## src/rtl/dtp_pkg.sv

```systemverilog
// Shared types, character codes and month name tables for the date text parser.
package dtp_pkg;

    // Default longest month name that the name buffer holds
    localparam int NAME_LEN_DEFAULT = 9;

    // Number of parallel number readers and their roles
    localparam int NUM_READERS = 7;
    localparam int RD_SMON     = 0;
    localparam int RD_SDAY     = 1;
    localparam int RD_SYEAR    = 2;
    localparam int RD_TDAY     = 3;
    localparam int RD_TYEAR    = 4;
    localparam int RD_CDAY     = 5;
    localparam int RD_CYEAR    = 6;

    // Character codes
    localparam logic [7:0] CH_TAB   = 8'h09;
    localparam logic [7:0] CH_CR    = 8'h0D;
    localparam logic [7:0] CH_SPACE = 8'h20;
    localparam logic [7:0] CH_PLUS  = 8'h2B;
    localparam logic [7:0] CH_COMMA = 8'h2C;
    localparam logic [7:0] CH_MINUS = 8'h2D;
    localparam logic [7:0] CH_SLASH = 8'h2F;
    localparam logic [7:0] CH_0     = 8'h30;
    localparam logic [7:0] CH_9     = 8'h39;

    // Numeric limits and markers
    localparam logic [15:0] NUM_MAX    = 16'hFFFF;
    localparam logic [3:0]  INDEX_NONE = 4'hF;
    localparam logic [3:0]  SHORT_SPACE_INDEX = 4'd3;
    localparam int          SHORT_LEN  = 3;

    // Month names, left aligned and padded with spaces to nine characters
    localparam int MONTH_CHARS = 9;
    localparam logic [8*MONTH_CHARS-1:0] MONTH_TEXT [12] = '{
        "January  ", "February ", "March    ", "April    ",
        "May      ", "June     ", "July     ", "August   ",
        "September", "October  ", "November ", "December "
    };
    localparam logic [3:0] MONTH_LENS [12] = '{
        4'd7, 4'd8, 4'd5, 4'd5, 4'd3, 4'd4, 4'd4, 4'd6, 4'd9, 4'd7, 4'd8, 4'd8
    };

    // Detected format
    typedef enum logic [1:0] {
        FMT_NONE  = 2'd0,
        FMT_FULL  = 2'd1,
        FMT_SLASH = 2'd2,
        FMT_SHORT = 2'd3
    } t_fmt;

    // Parse status
    typedef enum logic [1:0] {
        ST_OK         = 2'd0,
        ST_NO_FORMAT  = 2'd1,
        ST_BAD_MONTH  = 2'd2,
        ST_NO_NUMBER  = 2'd3
    } t_status;

    // Input item
    typedef struct packed {
        logic [7:0] char_code;
        logic       last_char;
    } t_in_item;

    // Result item
    typedef struct packed {
        logic [15:0] year_value;
        logic [15:0] month_value;
        logic [15:0] day_value;
        logic [1:0]  date_format;
        logic [1:0]  parse_status;
    } t_out_item;

    // Per-reader control for one character step
    typedef struct packed {
        logic advance;
        logic clear;
        logic feed;
        logic start;
        logic stop;
    } t_rd_ctl;

endpackage

```

## src/rtl/dtp_reader.sv

```systemverilog
// One decimal number reader: skips white space, takes a sign, accumulates digits.
module dtp_reader #(
    parameter bit START_ACTIVE = 1'b0
) (
    input  logic             i_clk,
    input  logic             i_rst_n,
    input  dtp_pkg::t_rd_ctl i_ctl,
    input  logic [7:0]       i_char,
    output logic [15:0]      o_num,
    output logic             o_has
);
    import dtp_pkg::*;

    typedef enum logic [4:0] {
        PH_IDLE   = 5'b00001,
        PH_LEAD   = 5'b00010,
        PH_SIGN   = 5'b00100,
        PH_DIGITS = 5'b01000,
        PH_DONE   = 5'b10000
    } t_phase;

    localparam t_phase PH_RESET = START_ACTIVE ? PH_LEAD : PH_IDLE;

    t_phase      r_phase, n_phase;
    logic [15:0] r_value, n_value;
    logic        r_has, n_has;
    logic        r_minus, n_minus;

    logic        is_digit;
    logic        is_ws;
    logic [3:0]  digit;
    logic [19:0] acc;

    assign is_digit = (i_char >= CH_0) && (i_char <= CH_9);
    assign is_ws    = (i_char == CH_SPACE) || ((i_char >= CH_TAB) && (i_char <= CH_CR));
    assign digit    = 4'(i_char - CH_0);
    // value * 10 + digit, 20 bits hold the largest case
    assign acc      = ({4'b0, r_value} << 3) + ({4'b0, r_value} << 1) + {16'b0, digit};

    // Phase and value update for one character
    always_comb begin
        n_phase = r_phase;
        n_value = r_value;
        n_has   = r_has;
        n_minus = r_minus;
        if (i_ctl.feed) begin
            unique case (r_phase)
                PH_LEAD: begin
                    if (is_ws) begin
                        n_phase = PH_LEAD;
                    end else if (i_char == CH_PLUS || i_char == CH_MINUS) begin
                        n_phase = PH_SIGN;
                        if (i_char == CH_MINUS) n_minus = 1'b1;
                    end else if (is_digit) begin
                        n_phase = PH_DIGITS;
                        n_value = {12'b0, digit};
                        n_has   = 1'b1;
                    end else begin
                        n_phase = PH_DONE;
                    end
                end
                PH_SIGN: begin
                    if (is_digit) begin
                        n_phase = PH_DIGITS;
                        n_value = {12'b0, digit};
                        n_has   = 1'b1;
                    end else begin
                        n_phase = PH_DONE;
                    end
                end
                PH_DIGITS: begin
                    if (is_digit) begin
                        n_value = (acc > {4'b0, NUM_MAX}) ? NUM_MAX : acc[15:0];
                    end else begin
                        n_phase = PH_DONE;
                    end
                end
                PH_IDLE, PH_DONE: begin
                    n_phase = r_phase;
                end
                default: begin
                    n_phase = r_phase;
                end
            endcase
        end else if (i_ctl.start) begin
            if (r_phase == PH_IDLE) n_phase = PH_LEAD;
        end else if (i_ctl.stop) begin
            if (r_phase != PH_IDLE) n_phase = PH_DONE;
        end
    end

    // State registers, cleared after each string
    always_ff @(posedge i_clk) begin
        if (!i_rst_n) begin
            r_phase <= PH_RESET;
            r_value <= '0;
            r_has   <= 1'b0;
            r_minus <= 1'b0;
        end else if (i_ctl.advance) begin
            if (i_ctl.clear) begin
                r_phase <= PH_RESET;
                r_value <= '0;
                r_has   <= 1'b0;
                r_minus <= 1'b0;
            end else begin
                r_phase <= n_phase;
                r_value <= n_value;
                r_has   <= n_has;
                r_minus <= n_minus;
            end
        end
    end

    // Reading as it stands after this character; a negative reading gives 0
    assign o_has = n_has;
    assign o_num = (n_has && !n_minus) ? n_value : '0;

    // A digit was taken only on the way into the digit phase
    a_has_phase: assert property (@(posedge i_clk) disable iff (!i_rst_n)
        r_has |-> (r_phase == PH_DIGITS || r_phase == PH_DONE))
        else $error("reader holds a digit outside the digit or done phase");

endmodule

```

## src/rtl/dtp_month_lookup.sv

```systemverilog
// Compares the first token with the full or three-letter month names.
module dtp_month_lookup #(
    parameter int NAME_LEN = dtp_pkg::NAME_LEN_DEFAULT,
    parameter int TLW      = $clog2(NAME_LEN + 2)
) (
    input  logic [NAME_LEN-1:0][7:0] i_token,
    input  logic [TLW-1:0]           i_token_len,
    input  logic                     i_full,
    output logic [3:0]               o_month
);
    import dtp_pkg::*;

    // Characters that can be compared at all
    localparam int MAX_CMP = (NAME_LEN < MONTH_CHARS) ? NAME_LEN : MONTH_CHARS;

    // Walk the table from the end so the lowest match wins
    always_comb begin
        int   len;
        logic hit;
        o_month = '0;
        for (int m = 11; m >= 0; m--) begin
            len = i_full ? int'(MONTH_LENS[m]) : SHORT_LEN;
            hit = (len <= NAME_LEN) && (int'(i_token_len) == len);
            for (int i = 0; i < MAX_CMP; i++) begin
                if (i < len && i_token[i] != MONTH_TEXT[m][8*(MONTH_CHARS-i)-1 -: 8]) begin
                    hit = 1'b0;
                end
            end
            if (hit) o_month = 4'(m + 1);
        end
    end

endmodule

```

## src/rtl/date_text_parser_core.sv

```systemverilog
// Date text parser top level: character intake, parse state and result register.
// The block takes one character of a date string per cycle and gives one result
// item per string once the character flagged last is accepted, through the input
// and result registers, back to back with the next string. Throughput is one
// character per cycle, set by the seven decimal readers (multiply by ten, add,
// saturate) that run side by side, plus the month name compare on the last
// character. An input register and a result register part the two channels, so
// input is only held off while a finished result waits and the item in the
// input register is itself a last character. Commas select the full-name form,
// otherwise slashes the numeric form, otherwise a first space at index 3 the
// short-name form; numbers saturate at 65535 and an unknown name gives month 0.
module date_text_parser_core #(
    parameter int NAME_LEN = dtp_pkg::NAME_LEN_DEFAULT
) (
    input  logic               i_clk,
    input  logic               i_rst_n,
    input  logic               i_in_valid,
    input  dtp_pkg::t_in_item  i_in_item,
    output logic               o_in_stall,
    output logic               o_out_valid,
    output dtp_pkg::t_out_item o_out_item,
    input  logic               i_out_stall
);
    import dtp_pkg::*;

    localparam int TLW = $clog2(NAME_LEN + 2);
    localparam int IW  = $clog2(NAME_LEN);

    // Input and output registers
    logic      r_in_valid;
    t_in_item  r_in;
    logic      r_out_valid;
    t_out_item r_out, n_out;

    logic adv;
    logic adv_last;
    logic [7:0] c;

    // Parse state
    logic [3:0]                r_char_index, n_char_index;
    logic [NAME_LEN-1:0][7:0]  r_token, n_token;
    logic [TLW-1:0]            r_token_len, n_token_len;
    logic [3:0]                r_first_space, n_first_space;
    logic                      r_comma_seen, n_comma_seen;
    logic                      r_slash_seen, n_slash_seen;
    logic [1:0]                r_slash_idx, n_slash_idx;
    logic [1:0]                r_space_idx, n_space_idx;
    logic [1:0]                r_comma_idx, n_comma_idx;

    t_rd_ctl     rd_ctl [NUM_READERS];
    logic [15:0] rd_num [NUM_READERS];
    logic        rd_has [NUM_READERS];
    logic [3:0]  month_code;

    assign c = r_in.char_code;

    // Handshake: the input register moves on unless its last character
    // would overwrite a result that is still waiting
    assign adv        = r_in_valid && (!r_in.last_char || !r_out_valid || !i_out_stall);
    assign adv_last   = adv && r_in.last_char;
    assign o_in_stall = r_in_valid && !adv;

    always_ff @(posedge i_clk) begin
        if (!i_rst_n) begin
            r_in_valid <= 1'b0;
        end else if (!o_in_stall) begin
            r_in_valid <= i_in_valid;
        end
    end

    always_ff @(posedge i_clk) begin
        if (!o_in_stall) begin
            r_in <= i_in_item;
        end
    end

    // Reader controls for this character
    always_comb begin
        for (int g = 0; g < NUM_READERS; g++) begin
            rd_ctl[g] = '{advance: adv, clear: adv_last, feed: 1'b0, start: 1'b0,
                          stop: 1'b0};
        end
        // slash fields: feed the current one, a slash opens the next
        rd_ctl[RD_SMON].feed   = (r_slash_idx == 2'd0);
        rd_ctl[RD_SDAY].feed   = (r_slash_idx == 2'd1);
        rd_ctl[RD_SYEAR].feed  = (r_slash_idx == 2'd2);
        rd_ctl[RD_SDAY].start  = (c == CH_SLASH) && (r_slash_idx == 2'd0);
        rd_ctl[RD_SYEAR].start = (c == CH_SLASH) && (r_slash_idx == 2'd1);
        // space and comma fields
        if (r_space_idx == 2'd0) begin
            if (c == CH_SPACE) begin
                rd_ctl[RD_TDAY].start = 1'b1;
                rd_ctl[RD_CDAY].start = 1'b1;
            end
        end else begin
            if (r_space_idx == 2'd1) begin
                if (c == CH_SPACE) begin
                    rd_ctl[RD_TDAY].stop   = 1'b1;
                    rd_ctl[RD_TYEAR].start = 1'b1;
                end else begin
                    rd_ctl[RD_TDAY].feed = 1'b1;
                end
            end else begin
                rd_ctl[RD_TYEAR].feed = 1'b1;
            end
            if (r_comma_idx == 2'd1) begin
                if (c == CH_COMMA) begin
                    rd_ctl[RD_CDAY].stop   = 1'b1;
                    rd_ctl[RD_CYEAR].start = 1'b1;
                end else begin
                    rd_ctl[RD_CDAY].feed = 1'b1;
                end
            end else begin
                rd_ctl[RD_CYEAR].feed = 1'b1;
            end
        end
    end

    // Number readers
    for (genvar g = 0; g < NUM_READERS; g++) begin : g_reader
        dtp_reader #(
            .START_ACTIVE(g == RD_SMON)
        ) u_reader (
            .i_clk   (i_clk),
            .i_rst_n (i_rst_n),
            .i_ctl   (rd_ctl[g]),
            .i_char  (c),
            .o_num   (rd_num[g]),
            .o_has   (rd_has[g])
        );
    end

    // Token, delimiter and field index update
    always_comb begin
        n_char_index  = (r_char_index < INDEX_NONE) ? r_char_index + 4'd1 : r_char_index;
        n_token       = r_token;
        n_token_len   = r_token_len;
        n_first_space = r_first_space;
        n_comma_seen  = r_comma_seen || (c == CH_COMMA);
        n_slash_seen  = r_slash_seen || (c == CH_SLASH);
        n_slash_idx   = ((c == CH_SLASH) && (r_slash_idx < 2'd2)) ? r_slash_idx + 2'd1
                                                                   : r_slash_idx;
        n_space_idx   = r_space_idx;
        n_comma_idx   = r_comma_idx;
        if (r_space_idx == 2'd0) begin
            if (c == CH_SPACE) begin
                n_first_space = r_char_index;
                n_space_idx   = 2'd1;
                n_comma_idx   = 2'd1;
            end else begin
                if (int'(r_token_len) < NAME_LEN) n_token[r_token_len[IW-1:0]] = c;
                if (int'(r_token_len) <= NAME_LEN) n_token_len = r_token_len + TLW'(1);
            end
        end else begin
            if (r_space_idx == 2'd1 && c == CH_SPACE) n_space_idx = 2'd2;
            if (r_comma_idx == 2'd1 && c == CH_COMMA) n_comma_idx = 2'd2;
        end
    end

    always_ff @(posedge i_clk) begin
        if (!i_rst_n || adv_last) begin
            r_char_index  <= '0;
            r_token       <= '0;
            r_token_len   <= '0;
            r_first_space <= INDEX_NONE;
            r_comma_seen  <= 1'b0;
            r_slash_seen  <= 1'b0;
            r_slash_idx   <= '0;
            r_space_idx   <= '0;
            r_comma_idx   <= '0;
        end else if (adv) begin
            r_char_index  <= n_char_index;
            r_token       <= n_token;
            r_token_len   <= n_token_len;
            r_first_space <= n_first_space;
            r_comma_seen  <= n_comma_seen;
            r_slash_seen  <= n_slash_seen;
            r_slash_idx   <= n_slash_idx;
            r_space_idx   <= n_space_idx;
            r_comma_idx   <= n_comma_idx;
        end
    end

    // Month name compare on the token as it stands after this character
    dtp_month_lookup #(
        .NAME_LEN (NAME_LEN),
        .TLW      (TLW)
    ) u_month (
        .i_token     (n_token),
        .i_token_len (n_token_len),
        .i_full      (n_comma_seen),
        .o_month     (month_code)
    );

    // Result assembly
    always_comb begin
        t_fmt    fmt;
        t_status status;
        logic    missing;
        n_out   = '0;
        fmt     = FMT_NONE;
        missing = 1'b0;
        if (n_comma_seen) begin
            fmt               = FMT_FULL;
            n_out.month_value = {12'b0, month_code};
            n_out.day_value   = rd_num[RD_CDAY];
            n_out.year_value  = rd_num[RD_CYEAR];
            missing           = !rd_has[RD_CDAY] || !rd_has[RD_CYEAR];
        end else if (n_slash_seen) begin
            fmt               = FMT_SLASH;
            n_out.month_value = rd_num[RD_SMON];
            n_out.day_value   = rd_num[RD_SDAY];
            n_out.year_value  = rd_num[RD_SYEAR];
            missing           = !rd_has[RD_SMON] || !rd_has[RD_SDAY] || !rd_has[RD_SYEAR];
        end else if (n_first_space == SHORT_SPACE_INDEX) begin
            fmt               = FMT_SHORT;
            n_out.month_value = {12'b0, month_code};
            n_out.day_value   = rd_num[RD_TDAY];
            n_out.year_value  = rd_num[RD_TYEAR];
            missing           = !rd_has[RD_TDAY] || !rd_has[RD_TYEAR];
        end
        if (fmt == FMT_NONE) begin
            status = ST_NO_FORMAT;
        end else if (fmt != FMT_SLASH && month_code == 4'd0) begin
            status = ST_BAD_MONTH;
        end else if (missing) begin
            status = ST_NO_NUMBER;
        end else begin
            status = ST_OK;
        end
        n_out.date_format  = fmt;
        n_out.parse_status = status;
    end

    // Result register
    always_ff @(posedge i_clk) begin
        if (!i_rst_n) begin
            r_out_valid <= 1'b0;
        end else if (adv_last) begin
            r_out_valid <= 1'b1;
        end else if (!i_out_stall) begin
            r_out_valid <= 1'b0;
        end
    end

    always_ff @(posedge i_clk) begin
        if (adv_last) begin
            r_out <= n_out;
        end
    end

    assign o_out_valid = r_out_valid;
    assign o_out_item  = r_out;

    // Input is held off only behind a waiting result
    a_stall_cause: assert property (@(posedge i_clk) disable iff (!i_rst_n)
        o_in_stall |-> (r_in_valid && r_in.last_char && r_out_valid && i_out_stall))
        else $error("input stalled without a waiting result");

    // A last character always lands a result in the next cycle
    a_result_lands: assert property (@(posedge i_clk) disable iff (!i_rst_n)
        adv_last |=> o_out_valid)
        else $error("last character did not produce a result");

    // Parse state starts over after each string
    a_state_clear: assert property (@(posedge i_clk) disable iff (!i_rst_n)
        adv_last |=> (r_char_index == 4'd0 && r_space_idx == 2'd0 && !r_comma_seen))
        else $error("parse state not cleared after a string");

    // The slash field index never passes the year field
    a_slash_range: assert property (@(posedge i_clk) disable iff (!i_rst_n)
        r_slash_idx != 2'd3)
        else $error("slash field index out of range");

endmodule
```

## config.mk

```make
export PLATFORM = sky130hd
export DESIGN_NAME = date_text_parser_core
export DESIGN_NICKNAME = d
export VERILOG_FILES = /design/src/rtl/dtp_pkg.sv /design/src/rtl/dtp_reader.sv /design/src/rtl/dtp_month_lookup.sv /design/src/rtl/date_text_parser_core.sv
export SDC_FILE = /design/constraint.sdc
export NUM_CORES = 1
export LEC_CHECK = 0
export ABC_AREA = 1
export BUFFER_PORTS_ARGS = -buffer_cell sky130_fd_sc_hd__buf_4
export CORE_AREA = 2 2 230 232
export CTS_BUF_LIST = sky130_fd_sc_hd__clkbuf_4 sky130_fd_sc_hd__clkbuf_8 sky130_fd_sc_hd__clkbuf_16
export CTS_CLUSTER_SIZE = 14
export DETAILED_ROUTE_END_ITERATION = 6
export DIE_AREA = 0 0 232 234
export PLACE_DENSITY = 0.66
export SLEW_MARGIN = 20
export SYNTH_ARGS = -nofsm -noshare
export SYNTH_HDL_FRONTEND = slang
export SYNTH_SLANG_ARGS = --single-unit
export TNS_END_PERCENT = 30
```

## constraint.sdc

```tcl
create_clock -name i_clk -period 9.7 [get_ports i_clk]
set_input_delay 0.97 -clock i_clk [delete_from_list [all_inputs] [get_ports i_clk]]
set_output_delay 0.97 -clock i_clk [all_outputs]
set_load 0.02 [all_outputs]
```

==> impl_results.md <==
- DP Worst Slack: 4.82 ns
- Crit Path Class: register to register
- Max FO, Critical Path: 59
- Final Skew: 0.0228 ns
- Req. time, crit path: 10.15 ns
- CP max-delay cell: edfxtp_1
- Post-cts sizing count: 0
- FF-to-FF setup slack: 4.71 ns
- Post CTS Setup Buffer Count: 0
- Peak supply drop: 0.000100 V
- Via density: 5.61
- Std-Cell Rows: 84
- Commonest non-fill, non-tap cell in the layout: nand2_1
- Critical Path AT: 5.45 ns
- Total power: 3.25 mW
- Outcome: finished clean
- Hold Vio Cnt, Final: 0
- Die Y: 234 um
- Power per Cell Area: 116 nW/um^2
- Setup-failing EPs final: 0
- Global route overflow: 0
- Vias in the first global route: 24272
- PortBufs: 66
- Post-DP HPWL: 55.5 mm
- Drt first pass iters: 6
- Largest net degree at the start of global routing: 84
- Max Cap Viol: 0
- Top Ports: 67
- Post-Syn Area per Cell: 6.50 um^2
- EDFF count, synth: 61
- Initial Util: 0.495
- Clk Latency, worst-skew pair: 0.58 ns
- Primary FF master, synth: dfxtp_1
- Fin crit period: 4.99 ns
- Cell count after synthesis: 3961
- Final Max Slew Viols: 0
- Clock Path Buffers: 3
- Util after Layout: 0.538
- Seq cells post-synth: 315
- Sequential-to-total area share from yosys stat: 0.269
- Initial antenna violation count: 0
- Leak Pwr: 13.2 nW
- Yosys Warn Count: 0
- Most used cell, CP: nand2_1
- Clk root buf: clkbuf_16
- Crit-path cells: inv_1, a21oi_1, inv_1, nand2_2, buf_4, clkinv_2, buf_4, nand2_1, o21ai_0, nor2_1, nor3_1, nand2_1, nand3_1, nand2_1, nand2_1, nand2_1
- Area Overhead vs Synth: 8.68%
- Die Area: 54300 um^2
- Post-Route WL: 78.1 mm
- Total CTS buffers: 41
- TritonCTS clock tree: built
- Core area: 52000 um^2
- Syn Nets: 4213
- CP Capture Type: register
- Actual slew at the worst max-slew pin: 1.05 ns
- Tcrit/Tclk final: 0.515
- RSZ-0062 raised after global routing: false
- Global-route usage over all layers: 0.287
- Commonest non-fill, non-tap cells in the layout: nand2_1, inv_1, nor2_1
- Hold slack: 0.463 ns
- Post-synth ARST share: 0
- Die X: 232 um
- Slew headroom: 0.298
- ANT nets after route: 0
- Highest clock rate: 0.200 GHz
- Via Count: 26149
- Netlist cell types: 59
- Clk pin slew, worst setup/hold paths: 0.06 ns
- Antenna Cells: 0
- Crit path launch type: register
- H-tree levels: 2
- Iter 0 DRT Violations: 2190
- Routability-driven placement congestion ratio: 0.961
- Setup slack after layout: 4.71 ns
- Setup TNS: 0 ns
- CTS hold repair buffers: 0
- Max stage delay on crit path: 0.87 ns
- Mapped Area: 25800 um^2
- Post-route DRC violation count: 0
- Nets: 4192
- Layout cell share with drive strength beyond 1: 0.0619
- Worst hold path class: register to register
- First-pass GRT wire length: 127 mm
- Per-cell routed wire length: 16.8 um
- Clk sink count: 315
-- synthesized netlist by cell type, types with 4 or more instances --
cell type / instances / area share
inv_1: 386 / 0.056
or2_2: 29 / 0.0070
o21ai_1: 33 / 0.0064
buf_6: 6 / 0.0026
o2111ai_1: 4 / 0.0014
buf_4: 6 / 0.0017
nand3b_1: 7 / 0.0020
nor2_1: 379 / 0.055
a31oi_1: 24 / 0.0058
nand3_1: 167 / 0.032
nor3_1: 79 / 0.015
a21boi_0: 13 / 0.0038
o311ai_0: 5 / 0.0017
clkinv_1: 6 / 0.00087
o211ai_1: 69 / 0.020
clkbuf_1: 108 / 0.016
nor3b_1: 4 / 0.0012
dfxtp_1: 254 / 0.20
nor2_2: 8 / 0.0019
nand3_4: 5 / 0.0034
a221oi_1: 7 / 0.0024
fa_1: 14 / 0.011
inv_2: 7 / 0.0010
ha_1: 225 / 0.11
o21ai_0: 337 / 0.065
a211oi_1: 7 / 0.0020
o21ai_2: 4 / 0.0014
buf_1: 13 / 0.0019
nand2_2: 7 / 0.0017
xor2_1: 53 / 0.018
nand2_1: 1075 / 0.16
nor4_1: 18 / 0.0044
buf_2: 21 / 0.0041
o31ai_1: 9 / 0.0026
edfxtp_1: 61 / 0.071
o22ai_1: 5 / 0.0012
o21bai_1: 4 / 0.0012
o221ai_1: 4 / 0.0014
a21o_1: 6 / 0.0017
nand4_1: 71 / 0.017
xnor2_1: 34 / 0.012
a21oi_1: 362 / 0.070
-- state kept, by name, summed over array words and instances (netlist names) --
| name | flops |
|---|---|
| r_space_idx | 2 |
| r_slash_seen | 1 |
| o_out_item | 52 |
| g_reader.u_reader.r_value | 112 |
| r_token_len | 4 |
| g_reader.u_reader.r_minus | 7 |
| g_reader.u_reader.r_has | 7 |
| r_token | 72 |
| c | 8 |
| r_char_index | 4 |
| r_in | 1 |
| r_comma_seen | 1 |
| r_first_space | 4 |
| o_out_valid | 1 |
| r_in_valid | 1 |
| r_comma_idx | 2 |
| r_slash_idx | 2 |
| g_reader.u_reader.r_phase | 34 |
-- path summary, 6_finish.rpt --
path | end | startpoint | cells past startpoint
max | o_out_item[37]$_DFFE_PP_ | c[2]$_DFFE_PN_ | 16
min | r_first_space[1]$_SDFFE_PP1P_ | r_first_space[1]$_SDFFE_PP1P_ | 2
max reg2reg | o_out_item[37]$_DFFE_PP_ | c[2]$_DFFE_PN_ | 16
min reg2reg | r_first_space[1]$_SDFFE_PP1P_ | r_first_space[1]$_SDFFE_PP1P_ | 2
-- stage by stage --
| stage | std cells | instance area, um^2 |
|---|---|---|
| 5_1_grt | 4660 | 28000 |
| 3_3_place_gp | 4585 | 26600 |
| 2_1_floorplan | 3961 | 25800 |
| 6_report | 4660 | 28000 |
| 4_1_cts | 4660 | 28000 |
| 3_5_place_dp | 4585 | 26600 |
-- kinds of logic (layout without fill, tap and decap cells) --
| kind of cell | after synthesis | in the layout | synth area share |
|---|---|---|---|
| flip-flops | 315 | 315 | 0.269 |
| multiplexers | 1 | 1 | 0.000389 |
| XOR/XNOR | 87 | 87 | 0.0296 |
| AO/OA/AOI/OAI | 899 | 899 | 0.191 |
| buffers and inverters | 555 | 566 | 0.0853 |
| adder cells (fa/ha/maj) | 239 | 239 | 0.120 |
| AND/OR/NAND/NOR | 1865 | 1865 | 0.305 |
-- routing by layer --
metal | GRT usage | vias to the layer above | share of wire | wire length, um
met3 | 0.0404 | 140 | 0.065 | 5110
met2 | 0.459 | 859 | 0.44 | 34300
met4 | 0.0976 | 0 | 0.030 | 2370
met1 | 0.396 | 11903 | 0.46 | 36300
li1 | - | 13247 | - | -
met5 | 0 | - | 0 | 0
-- area by class of cell --
class | instances | area (um^2)
Fill cell | 5320 | 24000
Clock buffer | 58 | 1210
Inverter | 400 | 1510
Timing Repair Buffer | 91 | 683
Sequential cell | 315 | 6920
Tap cell | 688 | 861
Clock inverter | 17 | 134
Multi-Input combinational cell | 3091 | 16700
-- worst max-delay path: cells and delay by family (launching register included) --
kind                   cells  cell delay [ns]
AOI/OAI and AO/OA          2             0.44
buffers and inverters      5             2.26
and+or+nand+nor            9             1.24
DFF                        1             0.87
-- power breakdown --
part | leakage (nW) | internal [mW] | switching [mW] | total [mW]
clock | 0.679 | 0.923 | 0.628 | 1.55
combinational | 9.84 | 0.0840 | 0.222 | 0.306
sequential | 2.65 | 1.37 | 0.0241 | 1.39
total | 13.2 | 2.37 | 0.874 | 3.25
(Power assumes the default switching activity.)
